--- src/hdl/hht_pkg.sv ---
// ----------------------------------------------------------------------------
// hht_pkg: shared types and constants of the hopscotch hash table
// Command and status groups between controller and datapath, slot word
// layout, result codes and the hash constants.
// ----------------------------------------------------------------------------
package hht_pkg;

  // Hash constants.
  localparam logic [63:0] MUR_M    = 64'hc6a4a7935bd1e995;
  localparam logic [63:0] MUR_SEED = 64'd123;
  localparam logic [63:0] MUR_INIT = MUR_SEED ^ (MUR_M << 2);
  localparam int          MUR_R    = 47;

  // Hop bitmap geometry.
  localparam int HOP_W  = 32;
  localparam int HOP_IW = 5;

  // Item commands.
  localparam logic CMD_LOOKUP = 1'b0;
  localparam logic CMD_INSERT = 1'b1;

  // Result codes.
  localparam logic [2:0] ST_INSERTED = 3'd0;
  localparam logic [2:0] ST_PRESENT  = 3'd1;
  localparam logic [2:0] ST_ABSENT   = 3'd2;
  localparam logic [2:0] ST_FULL     = 3'd3;
  localparam logic [2:0] ST_STUCK    = 3'd4;

  // Slot read address selects.
  localparam logic [1:0] SA_PROBE = 2'd0;
  localparam logic [1:0] SA_PTR   = 2'd1;
  localparam logic [1:0] SA_CAND  = 2'd2;

  // Hop read address selects.
  localparam logic HA_HOME = 1'b0;
  localparam logic HA_CH   = 1'b1;

  // Slot write operations.
  localparam logic [1:0] SW_NONE   = 2'd0;
  localparam logic [1:0] SW_NEW    = 2'd1;
  localparam logic [1:0] SW_MOVE   = 2'd2;
  localparam logic [1:0] SW_VACATE = 2'd3;

  // Hop write operations.
  localparam logic [1:0] HW_NONE = 2'd0;
  localparam logic [1:0] HW_INS  = 2'd1;
  localparam logic [1:0] HW_MOVE = 2'd2;

  typedef struct packed {
    logic        occ;
    logic [31:0] key;
    logic [31:0] value;
  } hht_slot_t;

  typedef struct packed {
    logic       load_item;
    logic       hash_start;
    logic       hash_cand;
    logic       set_home;
    logic       set_chome;
    logic       idx_clear;
    logic       idx_one;
    logic       idx_inc;
    logic       ptr_home;
    logic       ptr_inc;
    logic       free_ptr;
    logic       free_cand;
    logic       latch_cand;
    logic       clr_step;
    logic [1:0] slot_asel;
    logic       hop_asel;
    logic [1:0] slot_wr;
    logic [1:0] hop_wr;
  } hht_cmd_t;

  typedef struct packed {
    logic hash_done;
    logic clr_last;
    logic idx_end;
    logic bm_bit;
    logic slot_hit;
    logic slot_occ;
    logic scan_end;
    logic near;
    logic cand_near;
    logic item_cmd;
  } hht_sts_t;

endpackage

--- src/hdl/hht_ctrl.sv ---
// ----------------------------------------------------------------------------
// hht_ctrl: controller of the hopscotch hash table
// Sequences the clearing pass, lookup scan, free slot search and
// displacement, and holds the result word register.
// ----------------------------------------------------------------------------
module hht_ctrl (
  input  logic              clk,
  input  logic              rst,
  input  logic              in_valid,
  output logic              in_stall,
  output logic              out_valid,
  input  logic              out_stall,
  output logic [2:0]        status,
  input  hht_pkg::hht_sts_t sts,
  output hht_pkg::hht_cmd_t cmd_out
);

  localparam logic [3:0] S_CLEAR  = 4'd0;
  localparam logic [3:0] S_IDLE   = 4'd1;
  localparam logic [3:0] S_HHASH  = 4'd2;
  localparam logic [3:0] S_LHOP   = 4'd3;
  localparam logic [3:0] S_LISSUE = 4'd4;
  localparam logic [3:0] S_LCHECK = 4'd5;
  localparam logic [3:0] S_FISSUE = 4'd6;
  localparam logic [3:0] S_FCHECK = 4'd7;
  localparam logic [3:0] S_DCHECK = 4'd8;
  localparam logic [3:0] S_IHOP   = 4'd9;
  localparam logic [3:0] S_CISSUE = 4'd10;
  localparam logic [3:0] S_CCHECK = 4'd11;
  localparam logic [3:0] S_CHASH  = 4'd12;
  localparam logic [3:0] S_CTEST  = 4'd13;
  localparam logic [3:0] S_CMOVE  = 4'd14;
  localparam logic [3:0] S_DONE   = 4'd15;

  logic [3:0] state;
  logic [3:0] state_next;
  logic [2:0] res;
  logic [2:0] res_next;
  logic       out_load;

  assign in_stall = (state != S_IDLE);
  assign out_load = (state == S_DONE) && (!out_valid || !out_stall);

  // Next state and datapath commands.
  always_comb begin
    state_next        = state;
    res_next          = res;
    cmd_out           = '0;
    cmd_out.slot_asel = hht_pkg::SA_PROBE;
    cmd_out.hop_asel  = hht_pkg::HA_HOME;
    cmd_out.slot_wr   = hht_pkg::SW_NONE;
    cmd_out.hop_wr    = hht_pkg::HW_NONE;
    case (state)
      S_CLEAR: begin
        cmd_out.clr_step = 1'b1;
        if (sts.clr_last) state_next = S_IDLE;
      end
      S_IDLE: begin
        if (in_valid) begin
          cmd_out.load_item  = 1'b1;
          cmd_out.hash_start = 1'b1;
          state_next         = S_HHASH;
        end
      end
      S_HHASH: begin
        if (sts.hash_done) begin
          cmd_out.set_home  = 1'b1;
          cmd_out.idx_clear = 1'b1;
          state_next        = S_LHOP;
        end
      end
      S_LHOP: state_next = S_LISSUE;
      S_LISSUE: begin
        if (sts.idx_end) begin
          if (sts.item_cmd == hht_pkg::CMD_INSERT) begin
            cmd_out.ptr_home = 1'b1;
            state_next       = S_FISSUE;
          end else begin
            res_next   = hht_pkg::ST_ABSENT;
            state_next = S_DONE;
          end
        end else if (sts.bm_bit) begin
          state_next = S_LCHECK;
        end else begin
          cmd_out.idx_inc = 1'b1;
        end
      end
      S_LCHECK: begin
        if (sts.slot_hit) begin
          res_next   = hht_pkg::ST_PRESENT;
          state_next = S_DONE;
        end else begin
          cmd_out.idx_inc = 1'b1;
          state_next      = S_LISSUE;
        end
      end
      S_FISSUE: begin
        cmd_out.slot_asel = hht_pkg::SA_PTR;
        if (sts.scan_end) begin
          res_next   = hht_pkg::ST_FULL;
          state_next = S_DONE;
        end else begin
          state_next = S_FCHECK;
        end
      end
      S_FCHECK: begin
        if (!sts.slot_occ) begin
          cmd_out.free_ptr = 1'b1;
          state_next       = S_DCHECK;
        end else begin
          cmd_out.ptr_inc = 1'b1;
          state_next      = S_FISSUE;
        end
      end
      S_DCHECK: begin
        if (sts.near) begin
          cmd_out.slot_wr = hht_pkg::SW_NEW;
          state_next      = S_IHOP;
        end else begin
          cmd_out.idx_one = 1'b1;
          state_next      = S_CISSUE;
        end
      end
      S_IHOP: begin
        cmd_out.hop_wr = hht_pkg::HW_INS;
        res_next       = hht_pkg::ST_INSERTED;
        state_next     = S_DONE;
      end
      S_CISSUE: begin
        cmd_out.slot_asel = hht_pkg::SA_CAND;
        if (sts.idx_end) begin
          res_next   = hht_pkg::ST_STUCK;
          state_next = S_DONE;
        end else begin
          state_next = S_CCHECK;
        end
      end
      S_CCHECK: begin
        if (sts.slot_occ) begin
          cmd_out.latch_cand = 1'b1;
          cmd_out.hash_start = 1'b1;
          cmd_out.hash_cand  = 1'b1;
          state_next         = S_CHASH;
        end else begin
          cmd_out.idx_inc = 1'b1;
          state_next      = S_CISSUE;
        end
      end
      S_CHASH: begin
        if (sts.hash_done) begin
          cmd_out.set_chome = 1'b1;
          state_next        = S_CTEST;
        end
      end
      S_CTEST: begin
        cmd_out.hop_asel = hht_pkg::HA_CH;
        if (sts.cand_near) begin
          cmd_out.slot_wr = hht_pkg::SW_MOVE;
          state_next      = S_CMOVE;
        end else begin
          cmd_out.idx_inc = 1'b1;
          state_next      = S_CISSUE;
        end
      end
      S_CMOVE: begin
        cmd_out.slot_wr   = hht_pkg::SW_VACATE;
        cmd_out.hop_wr    = hht_pkg::HW_MOVE;
        cmd_out.free_cand = 1'b1;
        state_next        = S_DCHECK;
      end
      S_DONE: begin
        if (out_load) state_next = S_IDLE;
      end
      default: state_next = S_IDLE;
    endcase
  end

  // State and result registers.
  always_ff @(posedge clk) begin
    if (rst) begin
      state     <= S_CLEAR;
      out_valid <= 1'b0;
    end else begin
      state <= state_next;
      if (out_load) out_valid <= 1'b1;
      else if (!out_stall) out_valid <= 1'b0;
    end
  end

  always_ff @(posedge clk) begin
    res <= res_next;
    if (out_load) status <= res;
  end

  // The hash unit finishes only while the controller waits on it.
  a_hash_wait: assert property (@(posedge clk) disable iff (rst)
    sts.hash_done |-> (state == S_HHASH || state == S_CHASH))
    else $error("hash result arrived outside a wait state");

  // An accepted word always starts with the item hash.
  a_accept_hash: assert property (@(posedge clk) disable iff (rst)
    (in_valid && !in_stall) |=> (state == S_HHASH))
    else $error("accepted word did not start hashing");

  // Result words carry only defined codes.
  a_status_code: assert property (@(posedge clk) disable iff (rst)
    out_valid |-> (status <= hht_pkg::ST_STUCK))
    else $error("undefined result code");

endmodule

--- config.mk ---
export PLATFORM = sky130hd
export DESIGN_NAME = hht_ctrl
export DESIGN_NICKNAME = d
export VERILOG_FILES = /design/src/hdl/hht_pkg.sv /design/src/hdl/hht_ctrl.sv
export SDC_FILE = /design/constraint.sdc
export NUM_CORES = 1
export LEC_CHECK = 0
export BUFFER_PORTS_ARGS = -buffer_cell sky130_fd_sc_hd__buf_2
export CAP_MARGIN = 10
export CORE_MARGIN = 5
export CORE_UTILIZATION = 53
export DETAILED_ROUTE_END_ITERATION = 8
export GPL_ROUTABILITY_DRIVEN = 0
export PLACE_DENSITY = 0.85
export SKIP_CTS_REPAIR_TIMING = 1
export SLEW_MARGIN = 20
export SYNTH_ARGS = -nofsm -noshare
export SYNTH_HDL_FRONTEND = slang
export SYNTH_SLANG_ARGS = --single-unit
export TNS_END_PERCENT = 5
--- constraint.sdc ---
create_clock -name clk -period 3.85 [get_ports clk]
set_input_delay 0.385 -clock clk [delete_from_list [all_inputs] [get_ports clk]]
set_output_delay 0.385 -clock clk [all_outputs]
set_load 0.01 [all_outputs]
---- Yosys cells after proc, flatten, opt, wreduce, memory -nomap -nowiden ----
Cells that the tools add are included.
storage, ports and cells
  flip-flop bits (word level) ............. 11
  input bits .............................. 14
  output and inout port bits .............. 26
cells by class
  muxes and demuxes ....................... 54
  reductions and logical operators ........ 8
  equal/unequal tests ..................... 28
operators with widths
  operator              number
  $pmux W4 S16          1
  $mux W4               11
  $eq A4 B4 Y1 const B  8
  $mux W3               8
  $mux W1               23
  $ne A2 B2 Y1 const B  10
  $eq A4 B3 Y1 const B  4
  $pmux W3 S5           1
  $reduce_and A6 Y1     2
  $mux W2               5
  $eq A4 B2 Y1 const B  2
  $pmux W2 S2           2
  $pmux W2 S3           1
  $reduce_bool A5 Y1    1
  $eq A4 B1 Y1 const B  1
  $logic_not A4 Y1      1
  $ne A4 B1 Y1 const B  1
  $pmux W1 S4           1
  $ne A3 B3 Y1 const B  1
  $logic_not A1 Y1      2
  $ne A2 B1 Y1 const B  1
  $pmux W1 S2           1
  $logic_and A1 B1 Y1   1
  $logic_or A1 B1 Y1    1

---- Logic depth before layout (Yosys ltp) ----
  word-level depth ........................ 5
  gate-level depth with buffers ........... 7

---- Worst setup path before layout ----
Ideal clock, no wire load.
  path kind ............................... register to output
  start ................................... register state[0]
  end ..................................... output cmd_out[19] in the netlist's numbering
  path buffers ............................ 2
  path slack .............................. 2194 ps
  required time ........................... 3465 ps
  arrival ................................. 1271 ps
  stages on the path, launching flop included .. 6
  cell sequence ........................... dfxtp_1 -> buf_4 -> buf_4 -> nand2_1 -> nor3_1 -> or2_1
RTL lines
  what                    RTL line         RTL
  start, declared         hht_ctrl.sv:35   logic [3:0] state;
  start signal, assigned  hht_ctrl.sv:184  state <= state_next;
  end, declared           hht_ctrl.sv:15   output hht_pkg::hht_cmd_t cmd_out

==> impl_metrics.tcl <==
set metrics [dict create \
    worstSetupStartpointType "register" \
    cts_made_buffers 3 \
    final-hold-violation-count 0 \
    max-clock-path-buffers 2 \
    post_synth.cell_area_avg_um2 7.56 \
    max_cap_viol_count 0 \
    post-route-min-period_ps 2720 \
    clk_transition_reported_paths_ps 60 \
    overall_die_area_um2 3080 \
    timing.reg2reg.setup_slack_ps 1680 \
    ctsHtreeMaxLevel 1 \
    timing.critical_path.cells "nand2b_1, o22ai_1, a22o_1, a21o_1, buf_2" \
    hold_path_depth 2 \
    worst-path-buf-inv 1 \
    post_synth_net_total 159 \
    cp_slowest_stage_delay_ps 990 \
    pwr_density_cell_nw_per_um2 233 \
    cp_data_arrival_time_ps 2330 \
    synth_top_flop_cell "edfxtp_1" \
    post_drt_wl_per_cell_um 14.8 \
    seq_power_share_pct 48.4 \
    post_synth_inst_count 145 \
    min_period_over_period_pct 70.5 \
    hold_path.startpoint "rst" \
    cts_root_buffer "clkbuf_4" \
    pin_count_of_the_biggest_net_entering_global_routing 35 \
    fin_setup_tns_ps 0 \
    design.final.nets 186 \
    synthesis.area_um2 1100 \
    antenna_violations_before_repair 0 \
    clock.fmax_ghz 0.368 \
    synth_seq_area_share_pct 25.6 \
    yosysUniqueCellTypes 47 \
    fp-row-count 16 \
    critical_path.slowest_cell "dfxtp_1" \
    grt_pass1_wl_mm 4.87 \
    internal_power_uw 199 \
    rsz0062_at_grt "no" \
    leakage_uw 0.000527 \
    core_um2 1960 \
    outcome "finished, final reports clean" \
    detail_route.first_pass.iterations 4 \
    total_count_of_max_transition_violations_in_the_final_report 0 \
    net-switching-power_uw 92.6 \
    path_class "reg2out" \
    layout-area-overhead-vs-synth_pct 13.9 \
    synth_enable_flop_cells 6 \
    critical_path.reg2reg.startpoint "state[1]" \
    numPlacedInstances 194 \
    route.detailed.drc 0 \
    number_of_vias_in_the_routed_layout 1215 \
    layoutNonFillerInstCount 198 \
    power.share.switching_pct 31.8 \
    crit_required_ps 3460 \
    start_util_pct 55.9 \
    io-pin-count 40 \
    clock-skew-final_ps 5.56 \
    drive_gt1_share_pct 28.1 \
    clock_tree_from_tritoncts "yes" \
    drtAntennaViolNets 0 \
    hold_end "out_valid" \
    transition_time_at_the_pin_with_the_least_slew_margin_ps 1020 \
    gr-usage-all-layers_pct 18.8 \
    share_comb_of_total_power_pct 26.1 \
    maxSlewHeadroom_pct 31.8 \
    crit_fanout 34 \
    regToRegEndpoint "state[0]" \
    number_of_sinks_driven_by_the_clock_tree 11 \
    die_width_um 55.5 \
    place.port_buffers 39 \
    postRouteWirelength_mm 2.94 \
    synth.yosys.warnings 0 \
    path_delay_family "flip-flops" \
    power.total_uw 292 \
    hpwl_mm 2.28 \
    postSynth.asyncResetShare_pct 0 \
    clk-insertion-delay-late_ps 260 \
    setup_viol 0 \
    irDropWorstVdd_v 0.000187 \
    part_of_the_total_power_dissipated_in_the_clock_network_pct 25.4 \
    worstRegToRegCells 4 \
    first_global_vias 1080 \
    final_antenna_diode_count 0 \
    routed_via_density 6.14 \
    yosys_register_bits 11 \
    globalRouteOverflowTotal 0 \
    floorplan.die.height_um 55.5 \
    drt_iter0_drc 62 \
    cp-end-kind "output pin" \
    worst_hold_path_type "in2reg" \
]
==> sequential cells by signal, summed over array words and instances (netlist names) <==
name and flops:
out_valid 1, res 3, state 4, status 3
==> metrics by stage <==
step	instance area [um2]	worst slack, ps	hold slack (ps)	utilization [%]
after CTS	1250	1190	357	63.6
after global routing	1250	969	356	63.6
after detailed placement	1220	1480	410	62.3
after global placement	1220	1570	410	62.3
after floorplan	1100	2190	400	-
final	1250	1130	367	63.6
==> power groups by stage <==
stage	Sequential, uW	Combinational (uW)	Clock (uW)
after detailed placement	143	75.1	0
after global routing	143	82.8	83.2
final	141	76.1	74.2
after floorplan	128	67.5	0
after global placement	143	73.4	0
after CTS	141	75.5	76.0
==> layer usage <==
layer,routed length (um),up-vias,global-route usage (%)
met4,0,0,3.82
li1,-,589,-
met5,0,-,0
met2,1500,51,31.1
met1,1170,575,25.0
met3,272,0,4.20
==> logic make-up (layout without fill, tap and decap cells) <==
kind of cell | Yosys count | in the layout | synth area share (%)
compound gates | 40 | 40 | 26.4
buf+inv | 22 | 48 | 11.1
flops | 11 | 11 | 25.6
mux | 3 | 3 | 2.85
simple gates | 69 | 69 | 34.1
==> worst reg2reg max path, cell delays in order (launching register included) <==
cell	delay (ps)
dfxtp_1	990
nand2b_1	420
mux2_2	390
o221ai_1	180
a31oi_1	60
==> how the worst max path moves through the flow <==
| stage | startpoint | to | slack, ps | depth (start not counted) |
|---|---|---|---|---|
| finish | state[1] | cmd_out[13] | 1130 | 5 |
| global route | state[1] | cmd_out[13] | 970 | 5 |
| CTS | state[1] | cmd_out[13] | 1190 | 5 |
| detailed placement | state[1] | cmd_out[13] | 1480 | 5 |
| global placement | state[1] | cmd_out[13] | 1570 | 5 |
| floorplan | state[0] | cmd_out[19] | 2190 | 5 |
==> area by class of cell <==
cell class,count,area [um2]
clock buffers,4,26.3
flip-flops and latches,11,280
well taps,27,33.8
fillers,198,713
multi-input cells,112,694
repair buffers,39,195
inverters,5,18.8
==> cells in the mapped netlist (all sizes together) (4+ instances only) <==
master | n | share of area [%]
buf | 15 | 8.7
nor2 | 14 | 4.8
a21oi | 11 | 5.0
nand2 | 11 | 3.8
nor3 | 10 | 4.6
nand2b | 8 | 4.6
edfxtp | 6 | 16
nor2b | 6 | 3.4
a31oi | 5 | 2.9
dfxtp | 5 | 9.1
inv | 5 | 1.7
o21ai | 4 | 1.8
==> placed cells by master (no fill, tap or decap), drive strengths merged, types with 2 or more instances in the layout <==
master	count
buf	39
nor2	14
a21oi	11
nand2	11
nor3	10
nand2b	8
nor2b	6
edfxtp	6
a31oi	5
dfxtp	5
inv	5
clkbuf	4
o21ai	4
and3	3
or2	3
o32ai	3
nand4	2
nor4	2
a21o	2
mux2i	2
o21bai	2
nand3	2
o221ai	2
a311oi	2
a32oi	2
Power figures use the tool's default switching activity.
